## config.mk

```make
export PLATFORM = sky130hd
export DESIGN_NAME = vgh_ctrl
export DESIGN_NICKNAME = d
export VERILOG_FILES = /design/src/rtl/viterbi_gaussian_hmm_decoder_unit_defines.svh /design/src/rtl/vgh_pkg.sv /design/src/rtl/vgh_ctrl.sv
export SDC_FILE = /design/constraint.sdc
export NUM_CORES = 1
export LEC_CHECK = 0
export BUFFER_PORTS_ARGS = -buffer_cell sky130_fd_sc_hd__buf_2
export CAP_MARGIN = 15
export CELL_PAD_IN_SITES_DETAIL_PLACEMENT = 1
export CELL_PAD_IN_SITES_GLOBAL_PLACEMENT = 1
export CORE_MARGIN = 1.5
export CORE_UTILIZATION = 30
export DETAILED_ROUTE_END_ITERATION = 12
export HOLD_SLACK_MARGIN = 0.02
export PLACE_DENSITY = 0.57
export SYNTH_ARGS = -nofsm -noshare
export SYNTH_HDL_FRONTEND = slang
export SYNTH_SLANG_ARGS = --single-unit
```

## constraint.sdc

```tcl
create_clock -name clk -period 2.8 [get_ports clk]
set_input_delay 0.14 -clock clk [delete_from_list [all_inputs] [get_ports clk]]
set_output_delay 0.14 -clock clk [all_outputs]
set_load 0.01 [all_outputs]
```

## src/rtl/viterbi_gaussian_hmm_decoder_unit_defines.svh

```systemverilog
// Assertion macros for the Viterbi HMM decoder.
// Used by the top level only.
`ifndef VITERBI_GAUSSIAN_HMM_DECODER_UNIT_DEFINES_SVH
`define VITERBI_GAUSSIAN_HMM_DECODER_UNIT_DEFINES_SVH
// Implication checked on every clock edge outside reset.
`define VGH_ASSERT_IMPLY(label, clk, rst_n, a, c) \
    label: assert property (@(posedge clk) disable iff (!rst_n) (a) |-> (c)) \
        else $error("implication failed");
// Next-cycle implication checked on every clock edge outside reset.
`define VGH_ASSERT_NEXT(label, clk, rst_n, a, c) \
    label: assert property (@(posedge clk) disable iff (!rst_n) (a) |=> (c)) \
        else $error("next-cycle implication failed");
`endif

```

## src/rtl/vgh_pkg.sv

```systemverilog
// Package for the Viterbi HMM decoder: sizes, controller states, command struct, penalty function.
// No dependencies.
`timescale 1ns / 1ps
package vgh_pkg;
    localparam int MaxStates = 32;
    localparam int MaxLen = 64;
    localparam int MetricWidth = 32;
    localparam int SW = $clog2(MaxStates);
    localparam int LW = $clog2(MaxLen);
    localparam logic [5:0] NumStatesReset = 6'd20;
    localparam logic signed [15:0] FloorReset = -16'sd24755;
    localparam logic CfgNumStates = 1'b0;
    localparam logic CfgFloor = 1'b1;
    // ceil(2**30 / 50)
    localparam logic [24:0] Recip50 = 25'd21474837;

    typedef enum logic [3:0] {
        ST_IDLE, ST_LOAD, ST_ACS_RD, ST_ACS, ST_ACS_WB, ST_COPY,
        ST_SEL, ST_TB_RD, ST_TB_OUT, ST_TB_WAIT
    } ctrl_state_t;

    typedef struct packed {
        logic       tbl_wr;
        logic       first;
        logic       acs_init;
        logic       acs_take;
        logic       nm_wr;
        logic       bp_wr;
        logic       copy;
        logic       sel;
        logic       sel_init;
        logic       bp_take;
        logic [SW-1:0] x;
        logic [SW-1:0] p;
        logic [LW-1:0] t;
    } dp_cmd_t;

    // Emission penalty round((d*d*256)/50) for d in 0..255, by reciprocal multiply.
    function automatic logic [18:0] penalty(input logic [7:0] d);
        logic [15:0] sq;
        logic [23:0] num;
        logic [48:0] prod;
        sq = 16'(d) * 16'(d);
        num = {sq, 8'd0} + 24'd25;
        prod = 49'(num) * 49'(Recip50);
        return prod[48:30];
    endfunction
endpackage

```

## src/rtl/vgh_ctrl.sv

```systemverilog
// Controller: sequences loads, ACS sweeps, final selection and traceback.
// Depends on vgh_pkg.
`timescale 1ns / 1ps
module vgh_ctrl (
    input  logic                    clk,
    input  logic                    rst_n,
    input  logic                    req_valid,
    output logic                    req_ready,
    input  logic                    req_kind,
    input  logic                    req_last,
    input  logic [5:0]              state_cnt,
    output logic                    first_ld,
    output vgh_pkg::dp_cmd_t        cmd,
    output logic                    res_valid,
    input  logic                    res_ready,
    output logic [vgh_pkg::LW-1:0]  res_pos,
    output logic                    res_last
);
    localparam int SW = vgh_pkg::SW;
    localparam int LW = vgh_pkg::LW;

    vgh_pkg::ctrl_state_t state_reg, state_next;
    logic [SW-1:0] x_reg, x_next, p_reg, p_next;
    logic [LW:0] step_reg, step_next;
    logic [LW-1:0] t_reg, t_next;
    logic last_reg, last_next;
    logic [LW-1:0] k_reg, k_next;
    logic [SW:0] n;
    logic [SW-1:0] nmax;

    always_comb
    begin
        if (state_cnt < 6'd2)
        begin
            n = (SW+1)'(2);
        end
        else if (state_cnt > 6'(vgh_pkg::MaxStates))
        begin
            n = (SW+1)'(vgh_pkg::MaxStates);
        end
        else
        begin
            n = (SW+1)'(state_cnt);
        end
        nmax = SW'(n - (SW+1)'(1));
    end

    always_ff @(posedge clk or negedge rst_n)
    begin
        if (!rst_n)
        begin
            state_reg <= vgh_pkg::ST_IDLE;
            x_reg <= '0;
            p_reg <= '0;
            step_reg <= '0;
            t_reg <= '0;
            last_reg <= 1'b0;
            k_reg <= '0;
        end
        else
        begin
            state_reg <= state_next;
            x_reg <= x_next;
            p_reg <= p_next;
            step_reg <= step_next;
            t_reg <= t_next;
            last_reg <= last_next;
            k_reg <= k_next;
        end
    end

    always_comb
    begin
        state_next = state_reg;
        x_next = x_reg;
        p_next = p_reg;
        step_next = step_reg;
        t_next = t_reg;
        last_next = last_reg;
        k_next = k_reg;
        req_ready = 1'b0;
        res_valid = 1'b0;
        first_ld = 1'b0;
        cmd = '0;
        cmd.x = x_reg;
        cmd.p = p_reg;
        cmd.t = t_reg;
        cmd.first = (t_reg == '0);
        res_pos = k_reg;
        res_last = (k_reg == '0);
        case (state_reg)
            vgh_pkg::ST_IDLE:
            begin
                req_ready = 1'b1;
                if (req_valid)
                begin
                    if (!req_kind)
                    begin
                        first_ld = 1'b1;
                    end
                    else
                    begin
                        t_next = (step_reg >= (LW+1)'(vgh_pkg::MaxLen)) ? '0 : LW'(step_reg);
                        last_next = req_last;
                        x_next = '0;
                        p_next = '0;
                        state_next = vgh_pkg::ST_ACS_RD;
                    end
                end
            end
            vgh_pkg::ST_ACS_RD:
            begin
                // table read issued at p, data valid next cycle
                if (t_reg == '0)
                begin
                    p_next = '0;
                end
                state_next = vgh_pkg::ST_ACS;
                cmd.acs_init = 1'b1;
            end
            vgh_pkg::ST_ACS:
            begin
                cmd.p = p_reg;
                cmd.acs_take = 1'b1;
                cmd.acs_init = (p_reg == '0);
                if (t_reg == '0 || p_reg == nmax)
                begin
                    state_next = vgh_pkg::ST_ACS_WB;
                end
                else
                begin
                    p_next = p_reg + SW'(1);
                    state_next = vgh_pkg::ST_ACS_RD;
                end
            end
            vgh_pkg::ST_ACS_WB:
            begin
                cmd.nm_wr = 1'b1;
                cmd.bp_wr = (t_reg != '0);
                p_next = '0;
                if (x_reg == nmax)
                begin
                    x_next = '0;
                    state_next = (t_reg == '0) ? vgh_pkg::ST_LOAD : vgh_pkg::ST_COPY;
                end
                else
                begin
                    x_next = x_reg + SW'(1);
                    state_next = vgh_pkg::ST_ACS_RD;
                end
            end
            vgh_pkg::ST_COPY:
            begin
                cmd.copy = 1'b1;
                if (x_reg == nmax)
                begin
                    x_next = '0;
                    state_next = vgh_pkg::ST_LOAD;
                end
                else
                begin
                    x_next = x_reg + SW'(1);
                end
            end
            vgh_pkg::ST_LOAD:
            begin
                // step bookkeeping, decide on traceback
                step_next = (LW+1)'(t_reg) + (LW+1)'(1);
                p_next = '0;
                if (last_reg || t_reg == LW'(vgh_pkg::MaxLen - 1))
                begin
                    k_next = t_reg;
                    state_next = vgh_pkg::ST_SEL;
                end
                else
                begin
                    state_next = vgh_pkg::ST_IDLE;
                end
            end
            vgh_pkg::ST_SEL:
            begin
                cmd.sel = 1'b1;
                cmd.sel_init = (p_reg == '0);
                if (p_reg == nmax)
                begin
                    state_next = vgh_pkg::ST_TB_OUT;
                end
                else
                begin
                    p_next = p_reg + SW'(1);
                end
            end
            vgh_pkg::ST_TB_OUT:
            begin
                res_valid = 1'b1;
                cmd.t = k_reg;
                if (res_ready)
                begin
                    if (k_reg == '0)
                    begin
                        step_next = '0;
                        state_next = vgh_pkg::ST_IDLE;
                    end
                    else
                    begin
                        state_next = vgh_pkg::ST_TB_RD;
                    end
                end
            end
            vgh_pkg::ST_TB_RD:
            begin
                cmd.t = k_reg;
                cmd.bp_take = 1'b1;
                k_next = k_reg - LW'(1);
                state_next = vgh_pkg::ST_TB_WAIT;
            end
            vgh_pkg::ST_TB_WAIT:
            begin
                cmd.t = k_reg;
                state_next = vgh_pkg::ST_TB_OUT;
            end
            default:
            begin
                state_next = vgh_pkg::ST_IDLE;
            end
        endcase
    end
endmodule

```

# --- Word level (Yosys, flattened, before mapping) ---
# Cells that the tools add are included.
totals:
  ff_bits: 34
  out_inout_bits: 36
  word_cells: 96
op_classes:
  addsub: 5
  order_cmp: 3
  eq_ne: 22
  n_mux: 39
  reduce_logical: 20
op_table:
  columns: ["cell", "count"]
  rows:
  - ["5-bit 2-to-1 mux", 8]
  - ["4-bit case mux with 10 select lines", 1]
  - ["5-bit case mux with 5 select lines", 1]
  - ["4-bit 2-to-1 mux", 5]
  - ["2-bit inequality test, second input constant", 10]
  - ["6-bit 2-to-1 mux", 3]
  - ["4-bit by 3-bit equality test with 1-bit output, second input constant", 4]
  - ["3-bit 2-to-1 mux", 5]
  - ["7-bit 2-to-1 mux", 2]
  - ["7-bit case mux with 2 select lines", 1]
  - ["6-bit zero test", 2]
  - ["6-bit case mux with 2 select lines", 1]
  - ["5-bit by 1-bit adder with 5-bit output, second input constant", 2]
  - ["5-bit equality test", 2]
  - ["5-bit case mux with 2 select lines", 1]
  - ["3-bit AND reduction", 3]
  - ["4-bit by 2-bit equality test with 1-bit output, second input constant", 2]
  - ["4-bit equality test, second input constant", 2]
  - ["1-bit 2-to-1 mux", 8]
  - ["6-bit by 1-bit adder with 7-bit output, second input constant", 1]
  - ["7-bit >= comparator, second input constant", 1]
  - ["6-bit equality test, second input constant", 1]
  - ["6-bit greater-than comparator, second input constant", 1]
  - ["6-bit by 2-bit < comparator with 1-bit output, second input constant", 1]
  - ["other kinds (16)", 21]

# --- Logic depth before layout (Yosys ltp) ---
depth:
  depth_word: 8
  depth_mapped: 10

# --- Least setup slack after synthesis ---
# OpenSTA, ideal clock, no wires.
synth_path:
  kind: "input to register"
  from: "input port state_cnt[4]"
  to: "register p_reg[0]"
  t_arrival_ns: 2.711
  t_required_ns: 2.721
  path_slack_ns: 0.009
  stages: 10
  path_buffers: 1
  cell_sequence: "or4_2 nand2_1 ha_1 inv_1 xnor3_1 or4_4 or3_1 buf_6 o21ai_4 mux2i_1"
synth_via:
  elab_chain_len: 8
  elab_cells_between_ends: 10
synth_lines:
  columns: ["element", "line_no", "rtl"]
  rows:
  - ["from (decl)", "vgh_ctrl.sv:11", "input logic [5:0] state_cnt,"]
  - ["6-bit greater-than comparator", "vgh_ctrl.sv:37", "else if (state_cnt > 6'(vgh_pkg::MaxStates))"]
  - ["5-bit 2-to-1 mux", "vgh_ctrl.sv:37", null]
  - ["5-bit 2-to-1 mux (*)", "vgh_ctrl.sv:33", "if (state_cnt < 6'd2)"]
  - ["5-bit by 1-bit subtractor with 5-bit output (*)", "vgh_ctrl.sv:45", "nmax = SW'(n - (SW+1)'(1));"]
  - ["5-bit equality test (*)", "vgh_ctrl.sv:126, vgh_ctrl.sv:184", null]
  - ["1-bit logical OR", "vgh_ctrl.sv:126", "if (t_reg == '0 || p_reg == nmax)"]
  - ["2-bit inequality test (no line)", null, null]
  - ["6-bit AND reduction (no line) (*)", null, null]
  - ["to (signal assigned)", "vgh_ctrl.sv:64", "p_reg <= p_next;"]
  - ["to (decl)", "vgh_ctrl.sv:23", "logic [SW-1:0] x_reg, x_next, p_reg, p_next;"]
# Mark *: on every way between the ends. The rest lies on a longest branch, timed or not.
# A chain may end at the register's enable or synchronous reset.

# --- Worst setup path in the final report ---
layout_path:
  from: "input port state_cnt[4]"
  to: "register p_reg[1]"
# The elaborated chain is that of the path after synthesis.

==> key figures <==
Clock tree
  – Resized Gates After CTS: 0
  – Clock latency on the worst-skew pair: 0.29 ns
  – H-tree levels: 2
  – CTS tree: built
  – Clock Tree Buf Depth: 2
  – TritonCTS Buffers: 5
  – Clock Sinks: 34
  – Worst-path clk slew: about 0.080 ns
  – CTS root buf: clkbuf_8

Power
  – Leakage: 1.415 nW
  – Design Power: slightly below 3 mW
  – Power per cell area: 961.1 mW/mm2
  – Max VDD drop: 0.0003621 V

Die
  – Site row count: 32
  – Initial Utilization: 0.3104
  – Die width: around 93 um
  – Die ar.: 0.008584 mm2
  – Vert. Die Dim: 92.65 um
  – Ports: 48
  – Core box area: 0.007767 mm2

Layout
  – Area grow syn2layout: 25.22%
  – Share of cells above drive strength 1: 0.2717
  – Final #Nets: 365
  – Final core occ: 0.3887
  – Diode count: 0
  – Non-filler cells, final: 448
  – Max reg flops: 7

Setup path
  – Worst Path Required: roughly 3 ns
  – Max Fanout on Critical Path: 6
  – CP max stage delay: 0.68 ns
  – Setup crit start kind: input port
  – Worst Path Arrival: roughly 2.9 ns
  – Critical path class: input port to register
  – Critical path endpoint category: register
  – Crit-path slowest cell: or4_2
  – CP Cell Sequence: buf_2 > or4_2 > nand2_1 > ha_1 > inv_1 > xnor3_1 > or4_4 > or3_1 > o21ai_4 > mux2i_1

Synthesis
  – Post-Syn Area per Cell: approximately 8.5 um2
  – Commonest register cell after synthesis: dfrtp_1
  – Yosys reg bits: 34
  – Synthesized cell area: 0.002411 mm2
  – Register area share after synthesis: 0.3529
  – FFs w/ async S/R, synth: 1.000
  – YS warnings: 0
  – Syn Nets: 302
  – Cells after Synth: around 280
  – Post-synth EDFFs: 0
  – Synth cell types: 59

GRT
  – Initial antenna violation count: 0
  – Largest net degree at the start of global routing: 35
  – Remaining Overflow, GRT: 0
  – Global-route wire length before repair: ~12,000 um
  – GR Util All Layers: 0.1764
  – Vias in the first global route: between 2,000 and 2,500

STA
  – Max Slew Vio Count: 0
  – Final hold violations: 0
  – Layout Skew: 0.007192 ns
  – Period utilisation layout: 0.9516
  – Unrepaired setup endpoints after global routing: false
  – Setup Viol. Count Final: 0
  – Slew margin rel.: 0.4493
  – Worst slew pin tran: 0.8261 ns
  – Min cycle time layout: 2.664 ns
  – Max Freq: 375.3 MHz

Drt
  – DRC viols: 0
  – Final ANT Viol Nets: 0
  – Vias: 2,332
  – TritonRoute pass-1 iters: 4
  – Vias per cell: roughly 5.2
  – Total wire length: between 7000 and 8000 um
  – Drt initial violations: 65
  – Avg WL per Cell: ~16 um

Placed design
  – Routability cong.: between 0.7 and 0.8
  – Placed cell count: 439
  – Port Buffers: 46
  – Final HPWL DP: 5546 um

Run status
  – Outcome: complete, no violations

Flow run
  – Max-capacitance violation count: 0

Worst hold path
  – Worst Hold Class: input port to register
-- cell type report --
cell class | instances | area, um2
Tap cell | 102 | 127.6
Timing Repair Buffer | 69 | 405.4
Multi-Input combinational cell | 211 | 1408
Clock inverter | 3 | 68.82
Inverter | 24 | 90.09
Fill cell | 957 | 4748
Sequential cell | 34 | 850.8
Clock buffer | 5 | 68.82
-- cells in the final DEF, fill, tap and decap left out, drive strengths merged, types with 3 or more instances in the layout --
master	synthesis	final
buf	4	68
dfrtp	34	34
nand2	26	26
o21ai	26	26
inv	24	24
a21oi	16	16
nor2	14	14
nand3	12	12
nor3	10	10
xnor2	8	8
ha	8	8
nor2b	7	7
o31ai	7	7
or3	6	6
a211oi	6	6
nand2b	5	5
mux2i	5	5
o22ai	5	5
clkbuf	9	5
a31oi	4	4
and3	3	3
mux2	3	3
xor2	3	3
or4b	3	3
-- metal layers --
metal,wire length [um],track usage
met5,0,0
met2,3690,0.3143
met1,3359,0.2302
met3,169,0.02545
met4,30,0.02652
-- power by group --
group / switching (mW) / total [mW] / leakage (nW) / internal [mW]
clock network: 0.203 / 0.560 / 0.0683 / 0.357
logic: 0.836 / 1.48 / 0.903 / 0.641
registers: 0.205 / 0.865 / 0.444 / 0.659
-- cell usage after synthesis (3+ instances only) --
cell type / count / area [um2]
nand2_1: 26 / 97.59
nand2b_1: 5 / 31.28
mux2i_1: 5 / 50.05
nor2b_1: 7 / 43.79
a211oi_1: 5 / 37.54
or3_1: 6 / 37.54
o31ai_1: 7 / 52.55
and3_1: 3 / 18.77
nand3_1: 12 / 60.06
xor2_1: 3 / 26.28
mux2_2: 3 / 33.78
a21oi_1: 16 / 80.08
o21ai_0: 24 / 120.1
a31oi_1: 4 / 25.02
nor3_1: 10 / 50.05
ha_1: 8 / 100.1
inv_1: 24 / 90.09
xnor2_1: 8 / 70.07
nor2_1: 14 / 52.55
clkbuf_1: 9 / 33.78
dfrtp_1: 34 / 850.8
o22ai_1: 5 / 31.28
-- cells by family (layout without fill, tap and decap cells) --
group                      after synthesis  count (layout)  share of synthesized area
buffers and inverters                   37             101                    0.06331
other                                    1               1                   0.001555
DFF                                     34              34                     0.3529
AOI/OAI and AO/OA                       81              81                     0.2211
adders and majority gates                8               8                    0.04152
muxes                                    8               8                    0.03477
and+or+nand+nor                        100             100                     0.2257
xor gates and xnor gates                13              13                    0.05916
-- per-stage QoR --
step                      TNS [ns]  hold slack, ns  setup WS (ns)  cell area, um2
after detailed placement    -1.295          0.2950        -0.1732            2872
after global routing             0         0.09196       0.008950            3019
after floorplan                  0         -0.1556       0.009330            2411
final                            0         0.08922         0.1355            3019
after CTS                        0         0.08338         0.1225            3019
after global placement      -1.104          0.2913        -0.1664            2872
-- worst paths after layout --
path,slack [ns],startpoint,to,depth (start not counted)
worst max-delay path,0.14,state_cnt[4],p_reg[1]$_DFFE_PN0P_,10
worst min-delay path,0.09,req_last,last_reg$_DFFE_PN0P_,2
worst max register to register,0.22,t_reg[1]$_DFFE_PN0P_,p_reg[4]$_DFFE_PN0P_,9
worst min register to register,0.52,step_reg[0]$_DFFE_PN0P_,step_reg[0]$_DFFE_PN0P_,2
max in group asynchronous,1.79,rst_n,state_reg[1]$_DFFE_PN0P_,2
min in group asynchronous,0.48,rst_n,t_reg[2]$_DFFE_PN0P_,2
-- worst max-delay path, delay by kind of cell --
family | cells | cell delay, ns
compound gates | 1 | 0.21
xor+xnor | 1 | 0.34
fa+ha+maj | 1 | 0.16
buf+inv | 2 | 0.15
mux | 1 | 0.19
simple gates | 4 | 1.69
-- timing repair --
item,in CTS,in global routing
hold endpoints to repair,34,0
buffers inserted,0,0
hold buffers,1,0
No activity file was read; power rests on OpenSTA's default activity.
